[src/design/ack_retransmit_tracker_assert.svh]
// Assertion macros for the acknowledgement retransmit tracker.
// Included by ack_retransmit_tracker; it needs nothing else.
`ifndef ACK_RETRANSMIT_TRACKER_ASSERT_SVH
`define ACK_RETRANSMIT_TRACKER_ASSERT_SVH

// Same-cycle implication, disabled while reset is asserted.
`define ART_ASSERT_NOW(label, clk, rst_n, ante, cons, msg) \
  label: assert property (@(posedge clk) disable iff (!rst_n) (ante) |-> (cons)) \
    else $error(msg);

// Next-cycle implication, disabled while reset is asserted.
`define ART_ASSERT_NEXT(label, clk, rst_n, ante, cons, msg) \
  label: assert property (@(posedge clk) disable iff (!rst_n) (ante) |=> (cons)) \
    else $error(msg);

`endif

[src/design/art_pkg.sv]
// Package for the acknowledgement retransmit tracker: item types, codes and sizes.
// Used by ack_retransmit_tracker; depends on nothing.
`default_nettype none

package art_pkg;

  // Default number of table slots.
  localparam int SLOTS_DEF = 8;

  localparam int KEY_W    = 32;
  localparam int KIND_W   = 8;
  localparam int TIME_W   = 32;
  localparam int TMO_W    = 16;
  localparam int RETRY_W  = 4;
  localparam int SLOT_W   = 3;
  localparam int CFG_IDX_W = 1;
  localparam int CFG_DATA_W = 16;

  // Operation codes.
  localparam logic [1:0] OP_ADD    = 2'd0;
  localparam logic [1:0] OP_REMOVE = 2'd1;
  localparam logic [1:0] OP_CHECK  = 2'd2;

  // Status codes.
  localparam logic [1:0] ST_DONE      = 2'd0;
  localparam logic [1:0] ST_NO_FREE   = 2'd1;
  localparam logic [1:0] ST_NOT_FOUND = 2'd2;

  // Configuration register indexes.
  localparam logic [CFG_IDX_W-1:0] CFG_TIMEOUT = 1'd0;
  localparam logic [CFG_IDX_W-1:0] CFG_RETRY   = 1'd1;

  // Register reset values.
  localparam logic [TMO_W-1:0]   TIMEOUT_RST = 16'd5;
  localparam logic [RETRY_W-1:0] RETRY_RST   = 4'd3;
  localparam logic [RETRY_W-1:0] RETRY_MAX   = 4'd15;

  typedef struct packed {
    logic [1:0]        operation;
    logic [KEY_W-1:0]  message_key;
    logic [KIND_W-1:0] message_kind;
    logic [TIME_W-1:0] current_time;
  } art_in_t;

  typedef struct packed {
    logic [1:0]        status;
    logic [SLOT_W-1:0] slot_used;
    logic              retransmit_needed;
    logic              disconnect;
    logic              timeout_latched;
  } art_out_t;

endpackage

`default_nettype wire

[src/design/ack_retransmit_tracker.sv]
// Acknowledgement retransmit tracker: a slot table of outstanding messages with timeouts.
// Depends on art_pkg and on the assertion macros in ack_retransmit_tracker_assert.svh.
//
//   channel | direction | handshake            | payload
//   --------+-----------+----------------------+---------------------------
//   in      | input     | in_valid / in_stall  | art_pkg::art_in_t
//   out     | output    | out_valid / out_stall| art_pkg::art_out_t
//   cfg     | input     | cfg_valid / cfg_ready| cfg_index, cfg_wdata
//
// One item scans the table one slot per cycle through a single compare and
// subtract unit, ending early on a hit for add and remove, or on a disconnect
// for check. An add with no hit then claims a free slot if any; unknown codes skip it.
// Reset is synchronous and clears the valid bits and the sticky disconnect flag.
// The next item is taken while a finished result waits in the output register.
`default_nettype none

`include "ack_retransmit_tracker_assert.svh"

module ack_retransmit_tracker #(
  parameter int SLOTS = art_pkg::SLOTS_DEF
) (
  input  wire                                clk,
  input  wire                                rst_n,
  input  wire                                in_valid,
  output logic                               in_stall,
  input  wire  art_pkg::art_in_t             in_data,
  output logic                               out_valid,
  input  wire                                out_stall,
  output art_pkg::art_out_t                  out_data,
  input  wire                                cfg_valid,
  output logic                               cfg_ready,
  input  wire  [art_pkg::CFG_IDX_W-1:0]      cfg_index,
  input  wire  [art_pkg::CFG_DATA_W-1:0]     cfg_wdata
);
  import art_pkg::*;

  localparam int IW = (SLOTS > 1) ? $clog2(SLOTS) : 1;
  localparam logic [IW-1:0] LAST_IDX = IW'(SLOTS - 1);

  // Sequencer states.
  localparam logic [1:0] S_IDLE  = 2'd0;
  localparam logic [1:0] S_SCAN  = 2'd1;
  localparam logic [1:0] S_CLAIM = 2'd2;
  localparam logic [1:0] S_FIN   = 2'd3;

  logic [1:0]          state_r, state_nxt;
  logic [IW-1:0]       idx_r, idx_nxt;
  logic [IW-1:0]       free_idx_r, free_idx_nxt;
  logic                free_found_r, free_found_nxt;
  art_in_t             req_r, req_nxt;
  logic [1:0]          status_r, status_nxt;
  logic [IW-1:0]       slot_r, slot_nxt;
  logic                resend_r, resend_nxt;
  logic                drop_r, drop_nxt;
  logic                lost_r, lost_nxt;
  logic [SLOTS-1:0]    valid_r, valid_nxt;
  logic [TMO_W-1:0]    timeout_r, timeout_nxt;
  logic [RETRY_W-1:0]  retry_lim_r, retry_lim_nxt;
  logic                out_valid_r, out_valid_nxt;
  art_out_t            out_data_r, out_data_nxt;

  // Slot storage, read one slot per cycle.
  logic [KEY_W-1:0]    key_mem   [SLOTS];
  logic [KIND_W-1:0]   kind_mem  [SLOTS];
  logic [TIME_W-1:0]   sent_mem  [SLOTS];
  logic [RETRY_W-1:0]  retry_mem [SLOTS];
  logic [KEY_W-1:0]    rd_key_r;
  logic [KIND_W-1:0]   rd_kind_r;
  logic [TIME_W-1:0]   rd_sent_r;
  logic [RETRY_W-1:0]  rd_retry_r;

  logic                wr_key_en, wr_kind_en, wr_sent_en, wr_retry_en;
  logic [IW-1:0]       wr_addr;
  logic [RETRY_W-1:0]  wr_retry_data;

  // Shared compare and subtract unit on the slot under scan.
  logic                slot_valid;
  logic                key_eq;
  logic                kind_eq;
  logic [TIME_W-1:0]   elapsed;
  logic                timed_out;
  logic [RETRY_W-1:0]  retry_inc;
  logic                scan_last;
  logic                in_accept;

  assign in_accept  = in_valid && !in_stall;
  assign in_stall   = (state_r != S_IDLE);
  assign cfg_ready  = 1'b1;
  assign out_valid  = out_valid_r;
  assign out_data   = out_data_r;

  assign slot_valid = valid_r[idx_r];
  assign key_eq     = (rd_key_r == req_r.message_key);
  assign kind_eq    = (rd_kind_r == req_r.message_kind);
  assign elapsed    = req_r.current_time - rd_sent_r;
  assign timed_out  = (elapsed >= {{(TIME_W-TMO_W){1'b0}}, timeout_r});
  assign retry_inc  = (rd_retry_r == RETRY_MAX) ? RETRY_MAX : rd_retry_r + 1'b1;
  assign scan_last  = (idx_r == LAST_IDX);

  // Sequencer and result bookkeeping.
  always_comb begin
    state_nxt      = state_r;
    idx_nxt        = '0;
    free_idx_nxt   = free_idx_r;
    free_found_nxt = free_found_r;
    req_nxt        = req_r;
    status_nxt     = status_r;
    slot_nxt       = slot_r;
    resend_nxt     = resend_r;
    drop_nxt       = drop_r;
    lost_nxt       = lost_r;
    valid_nxt      = valid_r;
    out_valid_nxt  = out_valid_r;
    out_data_nxt   = out_data_r;
    wr_key_en      = 1'b0;
    wr_kind_en     = 1'b0;
    wr_sent_en     = 1'b0;
    wr_retry_en    = 1'b0;
    wr_addr        = idx_r;
    wr_retry_data  = retry_inc;

    // The output register drains independently of the sequencer.
    if (out_valid_r && !out_stall) begin
      out_valid_nxt = 1'b0;
    end

    unique case (state_r)
      S_IDLE: begin
        if (in_accept) begin
          req_nxt        = in_data;
          status_nxt     = ST_DONE;
          slot_nxt       = '0;
          resend_nxt     = 1'b0;
          drop_nxt       = 1'b0;
          free_found_nxt = 1'b0;
          free_idx_nxt   = '0;
          if (in_data.operation == OP_ADD || in_data.operation == OP_REMOVE ||
              in_data.operation == OP_CHECK) begin
            state_nxt = S_SCAN;
          end else begin
            state_nxt = S_FIN;
          end
        end
      end

      S_SCAN: begin
        idx_nxt = idx_r + 1'b1;
        case (req_r.operation)
          OP_ADD: begin
            if (slot_valid && key_eq && kind_eq) begin
              // Refresh the matching entry and stop.
              wr_sent_en = 1'b1;
              slot_nxt   = idx_r;
              state_nxt  = S_FIN;
            end else begin
              if (!slot_valid && !free_found_r) begin
                free_found_nxt = 1'b1;
                free_idx_nxt   = idx_r;
              end
              if (scan_last) begin
                if (free_found_nxt) begin
                  state_nxt = S_CLAIM;
                end else begin
                  status_nxt = ST_NO_FREE;
                  state_nxt  = S_FIN;
                end
              end
            end
          end
          OP_REMOVE: begin
            if (slot_valid && key_eq) begin
              valid_nxt[idx_r] = 1'b0;
              slot_nxt         = idx_r;
              state_nxt        = S_FIN;
            end else if (scan_last) begin
              status_nxt = ST_NOT_FOUND;
              state_nxt  = S_FIN;
            end
          end
          default: begin
            // Timeout check: bump the retry count, then resend or disconnect.
            if (slot_valid && timed_out) begin
              wr_retry_en = 1'b1;
              if (retry_inc >= retry_lim_r) begin
                lost_nxt   = 1'b1;
                drop_nxt   = 1'b1;
                resend_nxt = 1'b0;
                state_nxt  = S_FIN;
              end else begin
                wr_sent_en = 1'b1;
                resend_nxt = 1'b1;
                if (scan_last) begin
                  state_nxt = S_FIN;
                end
              end
            end else if (scan_last) begin
              state_nxt = S_FIN;
            end
          end
        endcase
        if (state_nxt != S_SCAN) begin
          idx_nxt = '0;
        end
      end

      S_CLAIM: begin
        // Write the new entry into the first free slot.
        wr_addr                = free_idx_r;
        wr_key_en              = 1'b1;
        wr_kind_en             = 1'b1;
        wr_sent_en             = 1'b1;
        wr_retry_en            = 1'b1;
        wr_retry_data          = '0;
        valid_nxt[free_idx_r]  = 1'b1;
        slot_nxt               = free_idx_r;
        state_nxt              = S_FIN;
      end

      default: begin
        // Hand the result to the output register once it is free.
        if (!out_valid_r || !out_stall) begin
          out_valid_nxt                  = 1'b1;
          out_data_nxt.status            = status_r;
          out_data_nxt.slot_used         = SLOT_W'(slot_r);
          out_data_nxt.retransmit_needed = resend_r;
          out_data_nxt.disconnect        = drop_r;
          out_data_nxt.timeout_latched   = lost_r;
          state_nxt                      = S_IDLE;
        end
      end
    endcase
  end

  // Configuration registers.
  always_comb begin
    timeout_nxt   = timeout_r;
    retry_lim_nxt = retry_lim_r;
    if (cfg_valid && cfg_ready) begin
      unique case (cfg_index)
        CFG_TIMEOUT: timeout_nxt   = cfg_wdata[TMO_W-1:0];
        default:     retry_lim_nxt = cfg_wdata[RETRY_W-1:0];
      endcase
    end
  end

  // Control registers.
  always_ff @(posedge clk) begin
    if (!rst_n) begin
      state_r      <= S_IDLE;
      idx_r        <= '0;
      free_found_r <= 1'b0;
      lost_r       <= 1'b0;
      valid_r      <= '0;
      timeout_r    <= TIMEOUT_RST;
      retry_lim_r  <= RETRY_RST;
      out_valid_r  <= 1'b0;
    end else begin
      state_r      <= state_nxt;
      idx_r        <= idx_nxt;
      free_found_r <= free_found_nxt;
      lost_r       <= lost_nxt;
      valid_r      <= valid_nxt;
      timeout_r    <= timeout_nxt;
      retry_lim_r  <= retry_lim_nxt;
      out_valid_r  <= out_valid_nxt;
    end
  end

  // Payload registers.
  always_ff @(posedge clk) begin
    free_idx_r <= free_idx_nxt;
    req_r      <= req_nxt;
    status_r   <= status_nxt;
    slot_r     <= slot_nxt;
    resend_r   <= resend_nxt;
    drop_r     <= drop_nxt;
    out_data_r <= out_data_nxt;
  end

  // Slot memories: one write and one registered read per cycle.
  always_ff @(posedge clk) begin
    if (wr_key_en) begin
      key_mem[wr_addr] <= req_r.message_key;
    end
    if (wr_kind_en) begin
      kind_mem[wr_addr] <= req_r.message_kind;
    end
    if (wr_sent_en) begin
      sent_mem[wr_addr] <= req_r.current_time;
    end
    if (wr_retry_en) begin
      retry_mem[wr_addr] <= wr_retry_data;
    end
    rd_key_r   <= key_mem[idx_nxt];
    rd_kind_r  <= kind_mem[idx_nxt];
    rd_sent_r  <= sent_mem[idx_nxt];
    rd_retry_r <= retry_mem[idx_nxt];
  end

  // Checks on the sequencer and the result flags.
  `ART_ASSERT_NEXT(a_lost_sticky, clk, rst_n, lost_r, lost_r, "disconnect flag cleared")
  `ART_ASSERT_NOW(a_drop_flags, clk, rst_n, out_valid_r && out_data_r.disconnect,
                  out_data_r.timeout_latched && !out_data_r.retransmit_needed,
                  "disconnect without latched flag or with retransmit")
  `ART_ASSERT_NOW(a_latched_match, clk, rst_n, out_valid_r && out_data_r.timeout_latched,
                  lost_r, "latched flag in result but not in state")
  `ART_ASSERT_NEXT(a_busy_after_accept, clk, rst_n, in_accept, in_stall,
                   "item taken while another is in progress")

endmodule

`default_nettype wire

[config.mk]
export PLATFORM = sky130hd
export DESIGN_NAME = ack_retransmit_tracker
export DESIGN_NICKNAME = d
export VERILOG_FILES = /design/src/design/art_pkg.sv /design/src/design/ack_retransmit_tracker.sv
export VERILOG_INCLUDE_DIRS = /design/src /design/src/design
export SDC_FILE = /design/constraint.sdc
export NUM_CORES = 1
export LEC_CHECK = 0
export ABC_AREA = 1
export BUFFER_PORTS_ARGS = -buffer_cell sky130_fd_sc_hd__buf_2
export CELL_PAD_IN_SITES_DETAIL_PLACEMENT = 0
export CELL_PAD_IN_SITES_GLOBAL_PLACEMENT = 1
export CORE_MARGIN = 2
export CORE_UTILIZATION = 36
export CTS_BUF_LIST = sky130_fd_sc_hd__clkbuf_8
export DETAILED_ROUTE_END_ITERATION = 16
export GPL_TIMING_DRIVEN = 1
export PLACE_DENSITY_LB_ADDON = 0.1
export SLEW_MARGIN = 25
export SYNTH_ARGS = -nofsm -noshare
export SYNTH_HDL_FRONTEND = slang
export SYNTH_SLANG_ARGS = --single-unit
[constraint.sdc]
create_clock -name clk -period 6.5 [get_ports clk]
set_clock_uncertainty 0.15 [all_clocks]
set_input_delay 0.975 -clock clk [delete_from_list [all_inputs] [get_ports clk]]
set_output_delay 0.975 -clock clk [all_outputs]
set_load 0.05 [all_outputs]
== Yosys cells after proc, flatten, opt, wreduce, memory -nomap -nowiden ==
Memory sizes are Yosys's and may differ from the RTL's. A register that Yosys moved wholly into a read port is not among the register bits.
Index checks and enable logic that the tools add are counted.

* Bits in writable memories: 608
* Memories kept: 4
* Output and inout bits: 11
* Bits in registers: 128

* Reductions and logical operators: 39
* Mux-type cells: 77
* $add $sub $neg: 3
* Bitwise operators: 6
* Magnitude comparators: 6
* Equal/unequal tests: 27

{| class="wikitable"
|+ Memories
! memory !! depth !! bits a word !! rd ports !! clocked after memory_dff !! wr ports !! RTL line !! text
|-
| key_mem || 8 || 32 || 1 || 1 || 1 || ack_retransmit_tracker.sv:63 || <nowiki>logic [KEY_W-1:0] key_mem [SLOTS];</nowiki>
|-
| sent_mem || 8 || 32 || 1 || 1 || 1 || ack_retransmit_tracker.sv:65 || <nowiki>logic [TIME_W-1:0] sent_mem [SLOTS];</nowiki>
|-
| kind_mem || 8 || 8 || 1 || 1 || 1 || ack_retransmit_tracker.sv:64 || <nowiki>logic [KIND_W-1:0] kind_mem [SLOTS];</nowiki>
|-
| retry_mem || 8 || 4 || 1 || 1 || 1 || ack_retransmit_tracker.sv:66 || <nowiki>logic [RETRY_W-1:0] retry_mem [SLOTS];</nowiki>
|}

{| class="wikitable"
|+ Operators with widths
! cell !! number
|-
| == test 32 bit || 1
|-
| greater-or-equal comparator 32 x 16 -> 1 bit || 1
|-
| 2-to-1 mux 2 bit || 16
|-
| subtractor 32 bit || 1
|-
| 2-to-1 mux 1 bit || 31
|-
| 2-to-1 mux 3 bit || 9
|-
| inequality test 3 bit, second input constant || 7
|-
| 2-to-1 mux 8 bit || 2
|-
| one-hot mux 8 bit (2 select lines) || 1
|-
| AND reduction 5 bit || 3
|-
| inequality test 2 bit, second input constant || 7
|-
| one-hot mux 1 bit (2 select lines) || 6
|-
| one-hot mux 2 bit (2 select lines) || 3
|-
| one-hot mux 3 bit (2 select lines) || 2
|-
| AND reduction 4 bit || 3
|-
| AND reduction 2 bit || 5
|-
| one-hot mux 3 bit (3 select lines) || 1
|-
| AND 8 bit || 1
|-
| == test 8 bit || 1
|-
| logical AND 1 bit || 8
|-
| < comparator 3 x 4 -> 1 bit, second input constant || 2
|-
| 2-to-1 mux 4 bit || 2
|-
| inverter 8 bit || 1
|-
| OR 8 bit || 1
|-
| 24 further kinds || 43
|}

== Logic depth before layout (Yosys ltp) ==
* Depth in word-level cells: 16
* Mapped depth: 34

== Worst setup path before layout ==
No wires, ideal clock.

* Path kind: register -> register
* Start: register req_r[0] in the netlist's numbering
* End: memory sent_mem[0][0] (enable)
* Cell stages (with the launch flop): 25
* Data arrival time: 4.222 ns
* Required time: 5.929 ns
* Path buffers: 0
* Setup time: 0.421 ns
* Slack: 1.707 ns
* Cells stage by stage: edfxtp_1 inv_1 ha_1 fa_1 inv_1 nand2_1 a21oi_1 nand2_1 nand3b_1 xor2_1 ha_1 a21oi_1 nor2_1 a211oi_1 nand2_1 nor2_1 nand2_1 nor2_1 nand2_1 nor2_1 a21oi_1 nand3_1 nor2_1 o31ai_1 nor2_1

* Word-level cells in the longest chain between the ends: 8

{| class="wikitable"
|+ Ends and longest elaborated chain
! element !! RTL line !! text
|-
| from (decl) || ack_retransmit_tracker.sv:50 || <nowiki>art_in_t req_r, req_nxt;</nowiki>
|-
| from (signal assigned) || ack_retransmit_tracker.sv:272 || <nowiki>req_r <= req_nxt;</nowiki>
|-
| subtractor 32 bit || ack_retransmit_tracker.sv:95 || <nowiki>assign elapsed = req_r.current_time - rd_sent_r;</nowiki>
|-
| greater-or-equal comparator 32 x 16 -> 1 bit || ack_retransmit_tracker.sv:96 || <nowiki>assign timed_out = (elapsed >= {{(TIME_W-TMO_W){1'b0}}, timeout_r});</nowiki>
|-
| logical AND 1 bit || ack_retransmit_tracker.sv:182 || <nowiki>if (slot_valid && timed_out) begin</nowiki>
|-
| 2-to-1 mux 1 bit || ack_retransmit_tracker.sv:182 ||
|-
| one-hot mux 1 bit (2 select lines) || ack_retransmit_tracker.sv:148 || <nowiki>case (req_r.operation)</nowiki>
|-
| one-hot mux 1 bit (2 select lines) || ack_retransmit_tracker.sv:127 || <nowiki>unique case (state_r)</nowiki>
|-
| 2-to-1 mux 1 bit || ack_retransmit_tracker.sv:288 || <nowiki>if (wr_sent_en) begin</nowiki>
|-
| 2-to-1 mux 1 bit (not written as such) || ack_retransmit_tracker.sv:289 || <nowiki>sent_mem[wr_addr] <= req_r.current_time;</nowiki>
|-
| to (decl) || ack_retransmit_tracker.sv:65 ||
|}

No other way between the ends.

== Final worst setup path ==
* Start: register req_r[0] in the netlist's numbering
* End: register rd_key_r[22], read port of key_mem

* Word-level cells in the longest chain between the ends: 9

{| class="wikitable"
|+ Ends and longest elaborated chain
! element !! RTL line !! text
|-
| subtractor 32 bit || ack_retransmit_tracker.sv:95 ||
|-
| greater-or-equal comparator 32 x 16 -> 1 bit || ack_retransmit_tracker.sv:96 ||
|-
| logical AND 1 bit || ack_retransmit_tracker.sv:182 ||
|-
| 2-to-1 mux 2 bit || ack_retransmit_tracker.sv:182 ||
|-
| one-hot mux 2 bit (2 select lines) || ack_retransmit_tracker.sv:148 ||
|-
| 2-to-1 mux 2 bit || ack_retransmit_tracker.sv:127 ||
|-
| inequality test 2 x 1 -> 1 bit || ack_retransmit_tracker.sv:201 || <nowiki>if (state_nxt != S_SCAN) begin</nowiki>
|-
| 2-to-1 mux 3 bit || ack_retransmit_tracker.sv:201 ||
|-
| 2-to-1 mux 3 bit || ack_retransmit_tracker.sv:127 ||
|-
| to (decl) || ack_retransmit_tracker.sv:67 || <nowiki>logic [KEY_W-1:0] rd_key_r;</nowiki>
|}

No other way between the ends. The select of a mux whose other input is x is not followed.
A chain may end at the register's enable or synchronous reset.

==> key figures <==
GRT
  – Global Route Usage Sum: 0.1929
  – Global-route wire length before repair: 157.2 mm
  – Largest net degree at the start of global routing: 176
  – GR Util met3: 0.03158
  – Gr ovfl total: 0
  – Met2 Use GR: 0.3103
  – Vias in the first global route: 25350
  – Met1 usage: 0.2679
  – Initial antenna violation count: 1
  – GRT Max-Usage Layer: met2

STA
  – Relative max-transition margin: 0.2382
  – Final Cycle Share: 0.8606
  – Setup TNS: 0 ns
  – Fin. Hold Viols: 0
  – Worst-Margin Slew: 1.143 ns
  – Post-route minimum period: 5.594 ns
  – Max Clock Freq: 0.1788 GHz
  – Final setup viols: 0
  – Unrepaired setup endpoints after global routing: no
  – Max Slew Vio Count: 0
  – Final hold slack: 0.1773 ns

Worst setup path
  – Reg2reg setup slack: 0.91 ns
  – CP max stage cell: edfxtp_1
  – Arr. time, crit path: 6.19 ns
  – Crit end category: register
  – CP dominant cell by count: nand2_1
  – CP startpoint kind: register
  – Required time of the critical path: 7.10 ns
  – Peak fanout along the critical path: 122
  – Worst R2R Path Depth: 30
  – Crit path largest cell delay: 0.51 ns
  – Crit path kind: reg -> reg

Route
  – DRT antenna net count: 0
  – Starting DRT DRC Count: 1646
  – Detailed Routing Iterations Pass 1: 5
  – Vias: 25910
  – Total wire length: 102.3 mm
  – DR vias/cell: 4.663
  – Residual DRC: 0
  – Avg WL per Cell: 18.41 um

CTS
  – Clock Sinks: 812
  – Worst-Skew Late Latency: 0.83 ns
  – TritonCTS clock tree: done
  – Post-CTS Setup Repair Bufs: 0
  – Root Driver: clkbuf_8
  – Cts repair resizes: 0
  – Hold-fix buffers at CTS: 0
  – Total CTS buffers: 152
  – H-Tree Depth: 4
  – Clock slew at reported path FFs: 0.06 ns
  – Clk buf depth: 3

Final layout
  – Area grow syn2layout: 13.04%
  – # fillers: 10360
  – # nets final: 4201
  – Register area: 23260 um^2
  – Finished Layout Cells: 5555
  – Share of cells above drive strength 1: 0.09391
  – Area of the multi-input gates: 10730 um^2

Floorplan
  – Starting Density: 0.3621
  – # IOs: 107
  – Core ar.: 103300 um^2
  – Die area: 106600 um^2
  – Die width: 326.4 um
  – Die height: 326.4 um
  – Standard-cell rows: 118

Outcome
  – Status: finished, final reports clean

Min path
  – Worst Hold Class: in -> reg
  – Cell depth of the worst min-delay path: 1

Logic synthesis
  – Synth Register Bits: 812
  – Synth area leader: edfxtp_1
  – Synth cell types: 48
  – Register area share after synthesis: 0.6216
  – Gate Count Post-Synth: 3948
  – Mapped Area: 37420 um^2
  – Synth Warn #: 0
  – Mean Syn Cell Area: 9.479 um^2
  – Post-synth top area share: 0.5617
  – Area contributors post-synth: edfxtp_1 (56%), nand2_1 (10%), inv_1 (6.9%), dfxtp_1 (6.0%), nand4_1 (5.4%)
  – Syn_nets: 4103

Placed design
  – HPWL Detailed: 56.96 mm
  – Placed Instances: 5272
  – Port bufs: 105
  – GPL Wtd Cong: 0.7955

Flow run
  – Max-cap violations: 0

Pwr
  – Pwr dens: 318.1 nW/um^2
  – VDD IR max: 0.0001775 V
  – Static Leak: 18.82 nW
synth_stat cells, drive strengths merged:
cell type / count
o21a: 2
o21ai: 33
nor3: 18
a221oi: 2
nand4: 323
buf: 125
o211ai: 3
or2: 8
a21o: 1
edfxtp: 700
nand3b: 3
clkbuf: 76
o22a: 1
nor4: 4
xnor2: 29
conb: 1
a41oi: 2
fa: 1
a22oi: 1
xor2: 13
a31oi: 2
nor2: 416
o21bai: 2
and2: 3
and3: 1
a21oi: 66
o2111ai: 1
dfxtp: 112
clkinv: 2
nand2: 1029
nand3: 205
ha: 58
a211oi: 5
o31ai: 2
o211a: 1
inv: 697
cell usage in the layout, fill, tap and decap left out, types with 4 or more instances in the layout:
master      synthesis  routed
buf_2             100     105
a211oi_1            5       5
clkbuf_8            0     171
dfxtp_1           112     112
nor3_1             15      15
nor2_1            413     397
clkinv_2            0       9
or2_2               8       8
inv_6               0       6
nor4_1              4       4
nand3_1           202     201
xor2_1             13      13
buf_12              0      11
o21ai_0            32      31
inv_1             687     758
edfxtp_1          700     700
inv_2              10       8
a21oi_1            65      64
bufinv_16           0       4
ha_1               58      58
nand4_1           322     322
nor2_4              0      16
buf_4               6      28
xnor2_1            29      29
clkinvlp_4          0       5
clkinv_1            2      14
nand2_1          1029    1029
through the flow:
step / setup WS [ns] / total power, W / cell area [um^2] / utilization
after floorplan: 1.707 / 0.007986 / 37420 / -
after global placement: 0.8512 / 0.008837 / 39310 / 0.3803
after detailed placement: 0.8846 / 0.008833 / 39330 / 0.3806
after CTS: 0.8510 / 0.01368 / 42300 / 0.4093
after global routing: 0.3994 / 0.01422 / 42300 / 0.4093
final: 0.9058 / 0.01346 / 42300 / 0.4093
final timing paths:
path,startpoint,to
worst min-delay path,in_data[56],req_r[56]$_DFFE_PP_
worst max register to register,req_r[0]$_DFFE_PP_,rd_key_r[22]$_DFF_P_
worst max-delay path,req_r[0]$_DFFE_PP_,rd_key_r[22]$_DFF_P_
worst min register to register,drop_r$_DFFE_PP_,out_data[1]$_DFFE_PP_
kinds of logic after synthesis:
group / share of synthesized area
simple gates: 0.2336
buf+inv: 0.09642
flops: 0.6216
compound gates: 0.01856
fa+ha+maj: 0.01993
xor+xnor: 0.009829
other cells: 0.0001002
flip-flops by register name, indices dropped and copies added, names as in the netlist, 8 cells and up:
signal / cells
timeout_r: 16
rd_key_r: 32
out_data: 8
rd_kind_r: 8
valid_r: 8
kind_mem: 64
retry_mem: 32
rd_sent_r: 32
key_mem: 256
sent_mem: 256
req_r: 74
routing by layer:
layer,wire [um],up-vias
li1,-,13110
met1,48990,12250
met2,47480,415
met3,3602,132
met4,2199,0
met5,0,-
critical path: cells and delay by family, from the launching register on:
kind | cells | cell delay, ns
AOI/OAI and AO/OA | 4 | 0.83
xor gates and xnor gates | 1 | 0.11
adders and majority gates | 3 | 0.88
buffers and inverters | 3 | 0.60
DFF | 1 | 0.51
and+or+nand+nor | 19 | 2.25
report_power, final:
group          switching, W  leakage, nW  internal [W]
Sequential         0.000248         7.28       0.00605
Clock               0.00220         1.77       0.00258
Combinational       0.00166         9.77      0.000721
area by class of cell:
cell class / count / share of cell area
Sequential cell: 812 / 0.5499
Tap cell: 1380 / 0.04082
Clock buffer: 171 / 0.05563
Timing Repair Buffer: 145 / 0.02325
Multi-Input combinational cell: 2236 / 0.2535
Antenna cell: 1 / 0.00005915
Inverter: 699 / 0.06232
Clock inverter: 111 / 0.01452
Note: power is estimated with default switching activity, not from simulation.
